$ cat src/hw/rtl/wsd_pkg.sv
// ----------------------------------------------------------------------------
// WebSocket deframer package
// Shared command type and header constants of the frame deframer.
// ----------------------------------------------------------------------------
`default_nettype none

package wsd_pkg;

	localparam int LEN_W = 63;

	// Seven-bit length codes that announce an extended length field.
	localparam logic [6:0] LEN_CODE_EXT16 = 7'd126;
	localparam logic [6:0] LEN_CODE_EXT64 = 7'd127;

	// Value of the field byte counter on the last byte of each field.
	localparam logic [2:0] EXT16_LAST_CNT = 3'd1;
	localparam logic [2:0] EXT64_LAST_CNT = 3'd7;
	localparam logic [2:0] KEY_LAST_CNT   = 3'd3;

	localparam logic KIND_HEADER  = 1'b0;
	localparam logic KIND_PAYLOAD = 1'b1;

	// One classified request from the parser to the output stage.
	typedef struct packed {
		logic             kind;
		logic             fin;
		logic [3:0]       opcode;
		logic             masked;
		logic [LEN_W-1:0] length;
		logic [7:0]       data;
		logic [7:0]       key_byte;
		logic             last;
	} cmd_t;

endpackage

`default_nettype wire

$ cat src/hw/rtl/wsd_front.sv
// ----------------------------------------------------------------------------
// WebSocket deframer parser
// Walks the frame header byte by byte and classifies every payload byte.
// ----------------------------------------------------------------------------
`default_nettype none

module wsd_front (
	input  wire logic          clk,
	input  wire logic          arst_n,
	input  wire logic          in_valid,
	input  wire logic [7:0]    in_byte,
	output      logic          cmd_valid,
	output      wsd_pkg::cmd_t cmd
);

	typedef enum logic [2:0] {
		PH_FIRST   = 3'd0,
		PH_SECOND  = 3'd1,
		PH_EXTLEN  = 3'd2,
		PH_KEY     = 3'd3,
		PH_PAYLOAD = 3'd4
	} phase_t;

	phase_t                    phase_q, phase_d;
	logic [2:0]                cnt_q, cnt_d;
	logic                      fin_q, fin_d;
	logic [3:0]                op_q, op_d;
	logic                      mask_q, mask_d;
	logic                      ext64_q, ext64_d;
	logic [31:0]               key_q, key_d;
	logic [wsd_pkg::LEN_W-1:0] len_q, len_d;
	logic [wsd_pkg::LEN_W-1:0] rem_q, rem_d;
	logic [1:0]                pos_q, pos_d;
	logic                      hdr_done;
	logic                      pay_last;
	logic [7:0]                key_byte;

	always_comb begin
		case (pos_q)
			2'd0:    key_byte = key_q[31:24];
			2'd1:    key_byte = key_q[23:16];
			2'd2:    key_byte = key_q[15:8];
			default: key_byte = key_q[7:0];
		endcase
	end

	assign pay_last = (rem_q <= wsd_pkg::LEN_W'(1));

	always_comb begin
		phase_d   = phase_q;
		cnt_d     = cnt_q;
		fin_d     = fin_q;
		op_d      = op_q;
		mask_d    = mask_q;
		ext64_d   = ext64_q;
		key_d     = key_q;
		len_d     = len_q;
		rem_d     = rem_q;
		pos_d     = pos_q;
		hdr_done  = 1'b0;
		cmd_valid = 1'b0;
		cmd       = '0;

		unique case (phase_q)
			PH_SECOND: begin
				mask_d = in_byte[7];
				key_d  = '0;
				cnt_d  = '0;
				if (in_byte[6:0] == wsd_pkg::LEN_CODE_EXT16) begin
					ext64_d = 1'b0;
					len_d   = '0;
					phase_d = PH_EXTLEN;
				end else if (in_byte[6:0] == wsd_pkg::LEN_CODE_EXT64) begin
					ext64_d = 1'b1;
					len_d   = '0;
					phase_d = PH_EXTLEN;
				end else begin
					len_d = {{(wsd_pkg::LEN_W-7){1'b0}}, in_byte[6:0]};
					if (in_byte[7]) begin
						phase_d = PH_KEY;
					end else begin
						hdr_done = 1'b1;
					end
				end
			end
			PH_EXTLEN: begin
				// The top bit of a 64-bit length falls off the 63-bit register.
				len_d = {len_q[wsd_pkg::LEN_W-9:0], in_byte};
				cnt_d = cnt_q + 3'd1;
				if (cnt_q == (ext64_q ? wsd_pkg::EXT64_LAST_CNT : wsd_pkg::EXT16_LAST_CNT)) begin
					cnt_d = '0;
					if (mask_q) begin
						phase_d = PH_KEY;
					end else begin
						hdr_done = 1'b1;
					end
				end
			end
			PH_KEY: begin
				key_d = {key_q[23:0], in_byte};
				cnt_d = cnt_q + 3'd1;
				if (cnt_q == wsd_pkg::KEY_LAST_CNT) begin
					hdr_done = 1'b1;
				end
			end
			PH_PAYLOAD: begin
				cmd_valid    = 1'b1;
				cmd.kind     = wsd_pkg::KIND_PAYLOAD;
				cmd.fin      = fin_q;
				cmd.opcode   = op_q;
				cmd.masked   = mask_q;
				cmd.length   = len_q;
				cmd.data     = in_byte;
				cmd.key_byte = key_byte;
				cmd.last     = pay_last;
				pos_d        = pos_q + 2'd1;
				if (rem_q != '0) begin
					rem_d = rem_q - wsd_pkg::LEN_W'(1);
				end
				if (pay_last) begin
					phase_d = PH_FIRST;
				end
			end
			default: begin
				// Reserved bits are ignored; undefined phase codes restart here.
				fin_d   = in_byte[7];
				op_d    = in_byte[3:0];
				cnt_d   = '0;
				phase_d = PH_SECOND;
			end
		endcase

		if (hdr_done) begin
			rem_d      = len_d;
			pos_d      = '0;
			cnt_d      = '0;
			phase_d    = (len_d == '0) ? PH_FIRST : PH_PAYLOAD;
			cmd_valid  = 1'b1;
			cmd.kind   = wsd_pkg::KIND_HEADER;
			cmd.fin    = fin_d;
			cmd.opcode = op_d;
			cmd.masked = mask_d;
			cmd.length = len_d;
			cmd.last   = (len_d == '0);
		end
	end

	always_ff @(posedge clk or negedge arst_n) begin
		if (!arst_n) begin
			phase_q <= PH_FIRST;
			cnt_q   <= '0;
			fin_q   <= 1'b0;
			op_q    <= '0;
			mask_q  <= 1'b0;
			ext64_q <= 1'b0;
			key_q   <= '0;
			len_q   <= '0;
			rem_q   <= '0;
			pos_q   <= '0;
		end else if (in_valid) begin
			phase_q <= phase_d;
			cnt_q   <= cnt_d;
			fin_q   <= fin_d;
			op_q    <= op_d;
			mask_q  <= mask_d;
			ext64_q <= ext64_d;
			key_q   <= key_d;
			len_q   <= len_d;
			rem_q   <= rem_d;
			pos_q   <= pos_d;
		end
	end

endmodule

`default_nettype wire

$ cat src/hw/rtl/wsd_fifo.sv
// ----------------------------------------------------------------------------
// WebSocket deframer request queue
// Small register queue that decouples the parser from the output stage.
// ----------------------------------------------------------------------------
`default_nettype none

module wsd_fifo #(
	parameter int DEPTH = 4
) (
	input  wire logic          clk,
	input  wire logic          arst_n,
	input  wire logic          wr_en,
	input  wsd_pkg::cmd_t      wr_data,
	output      logic          full,
	input  wire logic          rd_en,
	output      wsd_pkg::cmd_t rd_data,
	output      logic          empty
);

	localparam int PTR_W = (DEPTH > 1) ? $clog2(DEPTH) : 1;
	localparam int CNT_W = $clog2(DEPTH + 1);
	localparam logic [PTR_W-1:0] LAST_PTR = PTR_W'(DEPTH - 1);
	localparam logic [CNT_W-1:0] FULL_CNT = CNT_W'(DEPTH);

	wsd_pkg::cmd_t    mem_q [DEPTH];
	logic [PTR_W-1:0] wr_ptr_q;
	logic [PTR_W-1:0] rd_ptr_q;
	logic [CNT_W-1:0] count_q;
	logic             do_wr;
	logic             do_rd;

	assign full    = (count_q == FULL_CNT);
	assign empty   = (count_q == '0);
	assign do_wr   = wr_en && !full;
	assign do_rd   = rd_en && !empty;
	assign rd_data = mem_q[rd_ptr_q];

	always_ff @(posedge clk) begin
		if (do_wr) begin
			mem_q[wr_ptr_q] <= wr_data;
		end
	end

	always_ff @(posedge clk or negedge arst_n) begin
		if (!arst_n) begin
			wr_ptr_q <= '0;
			rd_ptr_q <= '0;
			count_q  <= '0;
		end else begin
			if (do_wr) begin
				wr_ptr_q <= (wr_ptr_q == LAST_PTR) ? '0 : wr_ptr_q + PTR_W'(1);
			end
			if (do_rd) begin
				rd_ptr_q <= (rd_ptr_q == LAST_PTR) ? '0 : rd_ptr_q + PTR_W'(1);
			end
			if (do_wr && !do_rd) begin
				count_q <= count_q + CNT_W'(1);
			end else if (do_rd && !do_wr) begin
				count_q <= count_q - CNT_W'(1);
			end
		end
	end

endmodule

`default_nettype wire

$ cat src/hw/rtl/wsd_back.sv
// ----------------------------------------------------------------------------
// WebSocket deframer output stage
// Unmasks payload requests and holds the oldest result for the consumer.
// ----------------------------------------------------------------------------
`default_nettype none

module wsd_back (
	input  wire logic                      clk,
	input  wire logic                      arst_n,
	input  wire logic                      cmd_empty,
	input  wsd_pkg::cmd_t                  cmd,
	output      logic                      cmd_pop,
	output      logic                      empty,
	input  wire logic                      pop,
	output      logic                      item_kind,
	output      logic                      final_fragment,
	output      logic [3:0]                frame_opcode,
	output      logic                      was_masked,
	output      logic [wsd_pkg::LEN_W-1:0] frame_length,
	output      logic [7:0]                payload_byte,
	output      logic                      frame_end
);

	logic valid_q;

	// A new request loads whenever the output register is free or being taken.
	assign cmd_pop = !cmd_empty && (!valid_q || pop);
	assign empty   = !valid_q;

	always_ff @(posedge clk or negedge arst_n) begin
		if (!arst_n) begin
			valid_q <= 1'b0;
		end else if (cmd_pop) begin
			valid_q <= 1'b1;
		end else if (pop) begin
			valid_q <= 1'b0;
		end
	end

	always_ff @(posedge clk) begin
		if (cmd_pop) begin
			item_kind      <= cmd.kind;
			final_fragment <= cmd.fin;
			frame_opcode   <= cmd.opcode;
			was_masked     <= cmd.masked;
			frame_length   <= cmd.length;
			payload_byte   <= (cmd.kind == wsd_pkg::KIND_PAYLOAD) ?
				(cmd.data ^ cmd.key_byte) : 8'd0;
			frame_end      <= cmd.last;
		end
	end

endmodule

`default_nettype wire

$ cat src/hw/rtl/websocket_frame_deframer.sv
// ----------------------------------------------------------------------------
// WebSocket frame deframer
// Parses a WebSocket frame byte stream and emits headers and unmasked bytes.
// ----------------------------------------------------------------------------
// The block takes one stream byte per clock whenever full is low and can
// deliver one result per clock. Header bytes are absorbed by the parser; when
// the header (including any extended length and masking key) is complete, one
// header result is queued, and each payload byte then yields one result with
// its unmasked value and a last flag. Each request is written into the
// request queue at the edge that accepts its byte, then moves into the
// output register, which drives the output ports, once that register is free
// or being taken. The queue of QUEUE_DEPTH requests lets the parser keep
// taking bytes while the consumer stalls; full rises only once the queue
// and the output register are both occupied.
`default_nettype none

module websocket_frame_deframer #(
	parameter int QUEUE_DEPTH = 4
) (
	input  wire logic        clk,
	input  wire logic        arst_n,
	input  wire logic        push,
	output      logic        full,
	input  wire logic [7:0]  stream_byte,
	output      logic        empty,
	input  wire logic        pop,
	output      logic        item_kind,
	output      logic        final_fragment,
	output      logic [3:0]  frame_opcode,
	output      logic        was_masked,
	output      logic [62:0] frame_length,
	output      logic [7:0]  payload_byte,
	output      logic        frame_end
);

	logic          take;
	logic          cmd_valid;
	wsd_pkg::cmd_t cmd_in;
	wsd_pkg::cmd_t cmd_out;
	logic          q_full;
	logic          q_empty;
	logic          q_pop;

	// Each byte makes at most one request, so a free queue slot is enough.
	assign full = q_full;
	assign take = push && !q_full;

	wsd_front u_front (
		.clk       (clk),
		.arst_n    (arst_n),
		.in_valid  (take),
		.in_byte   (stream_byte),
		.cmd_valid (cmd_valid),
		.cmd       (cmd_in)
	);

	wsd_fifo #(
		.DEPTH (QUEUE_DEPTH)
	) u_fifo (
		.clk     (clk),
		.arst_n  (arst_n),
		.wr_en   (take && cmd_valid),
		.wr_data (cmd_in),
		.full    (q_full),
		.rd_en   (q_pop),
		.rd_data (cmd_out),
		.empty   (q_empty)
	);

	wsd_back u_back (
		.clk            (clk),
		.arst_n         (arst_n),
		.cmd_empty      (q_empty),
		.cmd            (cmd_out),
		.cmd_pop        (q_pop),
		.empty          (empty),
		.pop            (pop),
		.item_kind      (item_kind),
		.final_fragment (final_fragment),
		.frame_opcode   (frame_opcode),
		.was_masked     (was_masked),
		.frame_length   (frame_length),
		.payload_byte   (payload_byte),
		.frame_end      (frame_end)
	);

endmodule

`default_nettype wire

$ cat config.mk
export PLATFORM = sky130hd
export DESIGN_NAME = websocket_frame_deframer
export DESIGN_NICKNAME = d
export VERILOG_FILES = /design/src/hw/rtl/wsd_pkg.sv /design/src/hw/rtl/wsd_front.sv /design/src/hw/rtl/wsd_fifo.sv /design/src/hw/rtl/wsd_back.sv /design/src/hw/rtl/websocket_frame_deframer.sv
export SDC_FILE = /design/constraint.sdc
export NUM_CORES = 1
export LEC_CHECK = 0
export ABC_AREA = 1
export BUFFER_PORTS_ARGS = -buffer_cell sky130_fd_sc_hd__buf_2
export CAP_MARGIN = 20
export CELL_PAD_IN_SITES_DETAIL_PLACEMENT = 1
export CELL_PAD_IN_SITES_GLOBAL_PLACEMENT = 2
export CORE_MARGIN = 3
export CORE_UTILIZATION = 37
export CTS_BUF_LIST = sky130_fd_sc_hd__clkbuf_16
export CTS_CLUSTER_SIZE = 24
export DETAILED_ROUTE_END_ITERATION = 10
export PLACE_DENSITY_LB_ADDON = 0.1
export SLEW_MARGIN = 0
export SYNTH_ARGS = -nofsm -noshare
export SYNTH_HDL_FRONTEND = slang
export SYNTH_SLANG_ARGS = --single-unit
$ cat constraint.sdc
create_clock -name clk -period 5.5 [get_ports clk]
set_clock_uncertainty 0.1 [all_clocks]
set_input_delay 0.275 -clock clk [delete_from_list [all_inputs] [get_ports clk]]
set_output_delay 0.275 -clock clk [all_outputs]
set_load 0.05 [all_outputs]
==> results.json <==
{
  "dp.final_hpwl_microns": 52920,
  "number_of_cells_produced_by_synthesis": 2665,
  "core_area_sq_mm": 0.07088,
  "grt_remaining_overflow": 0,
  "cts_made_buffers": 70,
  "cts_tree": "built",
  "first_iter_violations": 1296,
  "setup_violation_total_in_the_final_timing_report": 0,
  "final.min_clock_period_ns": 3.761,
  "peakVddDrop_mv": 0.5798,
  "firstDrtPassIters": 5,
  "post_route_cells_drive_above_1_share_pct": 9.411,
  "finish.net_count": 2757,
  "largest_net_degree_at_the_start_of_global_routing": 93,
  "synth_seq_cells": 608,
  "outcome": "finished clean",
  "cts.reportedPaths.clkPinSlew_ns": 0.06,
  "grt_first_pass_wirelength_microns": 125000,
  "p_leak_nw": 12.02,
  "rrSetupSlack_ns": 1.74,
  "cts_root_buf": "sky130_fd_sc_hd__clkbuf_16",
  "finalCritPeriodShare_pct": 68.38,
  "syn_avg_cell_area_sq_um": 10.05,
  "finish.cell_count_without_fillers": 3724,
  "tightestPinTransition_ns": 1.112,
  "crit_type": "reg2reg",
  "setup_repair_after_global_routing_missed_its_margin": "no",
  "io_pins": 93,
  "fp.dieH_microns": 275.0,
  "post-cts-setup-buffer-count": 0,
  "worst_ep_arrival_time_ns": 4.12,
  "final_cell_area_sq_mm": 0.03070,
  "worst_hold_check_path_type": "in2reg",
  "synth.yosys.seq_area_share_pct": 64.81,
  "grt_pass1_vias": 20250,
  "antenna_violating_nets_remaining": 0,
  "num_rows": 97,
  "ff2ff_path_depth": 12,
  "max-slew-margin-rel_pct": 25.89,
  "top_signal_layer_used": "met4",
  "met3_wirelength_microns": 3402,
  "finalHoldViolations": 0,
  "critPathMaxFanout": 72,
  "buffer_ports.inserted": 92,
  "whs_path_depth": 5,
  "slew_viol_final": 0,
  "synth_warnings": 0,
  "grt_util_all_layers_pct": 21.74,
  "wl_met1_microns": 40930,
  "clock.fmax_mhz": 265.9,
  "antenna-diode-count": 0,
  "routed_via_density": 5.291,
  "cts-htree-levels": 3,
  "place.gp.congestion": 0.8333,
  "place_inst": 3586,
  "worst_r2r_endpoint": "u_front.rem_q[5]",
  "worst_setup_path_start_kind": "register",
  "timing.critical_path.to_type": "register",
  "grt_antenna_before_repair": 3,
  "dpl_cell_area_sq_mm": 0.02816,
  "fp.dieArea_sq_mm": 0.07562,
  "worstReg2RegStart": "u_front.phase_q[1]",
  "ys_types": 43,
  "finalCoreUtilization_pct": 43.31,
  "cts-root-to-sink-buffers": 3,
  "post_dr_wirelength_cell_microns": 22.02,
  "vias": 19700,
  "post_detailed_route_drc_marker_count": 0,
  "min_delay_worst_endpoint": "u_front.len_q[4]",
  "syn-cell-area_sq_mm": 0.02677,
  "pwr_density_cell_mw_per_mm2": 629.4,
  "clk_latency_ns": 0.62,
  "synth_fp_nets": 2692,
  "die_width_microns": 275.0,
  "fin_worst_hold_slack_ns": 0.05303,
  "min_from": "push",
  "tns_ns": 0,
  "max-cap-violations": 0,
  "met2_length_microns": 36510,
  "floorplan.initialDensity_pct": 37.77,
  "routed_wire_length_microns": 82020,
  "required_time_of_the_critical_path_ns": 5.86,
  "area_growth_pct": 14.67,
  "cts_num_sinks": 608
}
timing repair:
action | CTS | global route
hold buffers | 10 | 0
resized for setup | 0 | 0
endpoints found under the hold margin | 101 | 0
metal layers:
metal,track usage [%],up-vias
met5,0,-
met4,4.961,0
met3,3.183,73
met2,33.75,344
met1,32.29,10010
li1,-,9281
sequential cells by signal (all words and copies together) (netlist names), 3 cells and up:
signal               flops
u_front.key_q           32
u_fifo.count_q           3
u_back.frame_opcode      4
u_front.cnt_q            3
u_front.rem_q           63
u_back.payload_byte      8
u_fifo.mem_q           348
u_front.len_q           63
u_front.phase_q          3
u_back.frame_length     63
u_front.op_q             4
critical path: stages, from the launching register on:
cell and delay, ns:
sky130_fd_sc_hd__dfrtp_1 0.47, sky130_fd_sc_hd__inv_1 0.09, sky130_fd_sc_hd__nand3_2 0.19, sky130_fd_sc_hd__buf_4 0.47, sky130_fd_sc_hd__inv_2 0.11, sky130_fd_sc_hd__nand3_1 0.16
sky130_fd_sc_hd__nand4_1 0.15, sky130_fd_sc_hd__nand2_2 0.31, sky130_fd_sc_hd__clkinv_4 0.19, sky130_fd_sc_hd__nand2_4 0.61, sky130_fd_sc_hd__inv_4 0.42, sky130_fd_sc_hd__nand2_1 0.16
sky130_fd_sc_hd__o21ai_1 0.08
worst max-delay path by stage:
| stage | startpoint | end | slack (ns) | cells after the start |
|---|---|---|---|---|
| after global routing | u_front.phase_q[1] | u_front.rem_q[12] | 1.42 | 12 |
| after CTS | u_front.phase_q[1] | u_front.rem_q[31] | 1.73 | 12 |
| after floorplan | u_front.phase_q[1] | u_fifo.mem_q[0][0] | 0.06 | 8 |
| final | u_front.phase_q[1] | u_front.rem_q[5] | 1.74 | 12 |
| after global placement | u_front.phase_q[1] | u_front.rem_q[33] | 1.85 | 12 |
| after detailed placement | u_front.phase_q[1] | u_front.rem_q[5] | 1.74 | 12 |
area by class of cell:
type	instances	area (sq um)
inverter	163	623.1
multi-input combinational	1757	8273
sequential	608	17360
timing repair buffer	130	882.1
clock inverter	53	563.0
tap	940	1176
clock buffer	73	1827
fill	7916	40180
synthesized netlist by cell type (all sizes together):
cell | n | area (sq um)
a21boi | 5 | 37.54
a21oi | 47 | 235.2
a22oi | 1 | 7.510
a31o | 1 | 8.760
a31oi | 37 | 231.5
a32oi | 1 | 8.760
buf | 49 | 237.7
clkbuf | 88 | 331.6
clkinv | 2 | 12.51
dfrtp | 181 | 4529
edfxtp | 427 | 12820
fa | 1 | 20.02
ha | 14 | 175.2
inv | 161 | 606.8
mux2 | 1 | 11.26
nand2 | 579 | 2186
nand3 | 79 | 415.4
nand3b | 5 | 37.54
nand4 | 13 | 81.33
nor2 | 409 | 1563
nor3 | 22 | 120.1
nor3b | 2 | 15.01
o21a | 8 | 60.06
o21ai | 347 | 1737
o22ai | 132 | 825.8
o31ai | 5 | 37.54
or2 | 1 | 6.260
xnor2 | 12 | 105.1
xor2 | 35 | 306.5
logic make-up after synthesis:
kind of cell / Yosys count / share of synthesized area, %
AND/OR/NAND/NOR: 1110 / 16.53
flip-flops: 608 / 64.81
AO/OA/AOI/OAI: 584 / 11.91
buffers and inverters: 300 / 4.440
XOR/XNOR: 47 / 1.538
adder cells (fa/ha/maj): 15 / 0.7291
multiplexers: 1 / 0.04206
cells in the final DEF, fill, tap and decap left out, types with 10 or more instances in the layout:
cell and instances:
sky130_fd_sc_hd__o21ai_0 325, sky130_fd_sc_hd__o22ai_1 132, sky130_fd_sc_hd__a31oi_1 37, sky130_fd_sc_hd__clkbuf_16 73, sky130_fd_sc_hd__nand4_1 13, sky130_fd_sc_hd__o21ai_1 22
sky130_fd_sc_hd__dlygate4sd3_1 10, sky130_fd_sc_hd__nand2_1 576, sky130_fd_sc_hd__clkinv_2 11, sky130_fd_sc_hd__buf_4 20, sky130_fd_sc_hd__nor2_1 398, sky130_fd_sc_hd__clkinv_1 10
sky130_fd_sc_hd__a21oi_1 47, sky130_fd_sc_hd__xnor2_1 12, sky130_fd_sc_hd__xor2_1 35, sky130_fd_sc_hd__nor3_1 19, sky130_fd_sc_hd__inv_1 163, sky130_fd_sc_hd__dfrtp_1 179
sky130_fd_sc_hd__ha_1 14, sky130_fd_sc_hd__buf_2 91, sky130_fd_sc_hd__nand3_1 75, sky130_fd_sc_hd__bufinv_16 10, sky130_fd_sc_hd__edfxtp_1 427
where the power goes:
group | switching [W] | leakage (nW) | internal [W]
Clock | 0.00194 | 1.21 | 0.00290
Sequential | 0.000671 | 6.36 | 0.00628
Combinational | 0.00568 | 4.44 | 0.00186
Total | 0.00828 | 12.0 | 0.0110
per-stage QoR:
step | total power, W | setup slack [ns]
6_report | 0.01932 | 1.739
5_1_grt | 0.02060 | 1.423
4_1_cts | 0.01950 | 1.730
3_5_place_dp | 0.01459 | 1.737
3_3_place_gp | 0.01441 | 1.848
2_1_floorplan | 0.01215 | 0.06054
(Power assumes the default switching activity.)
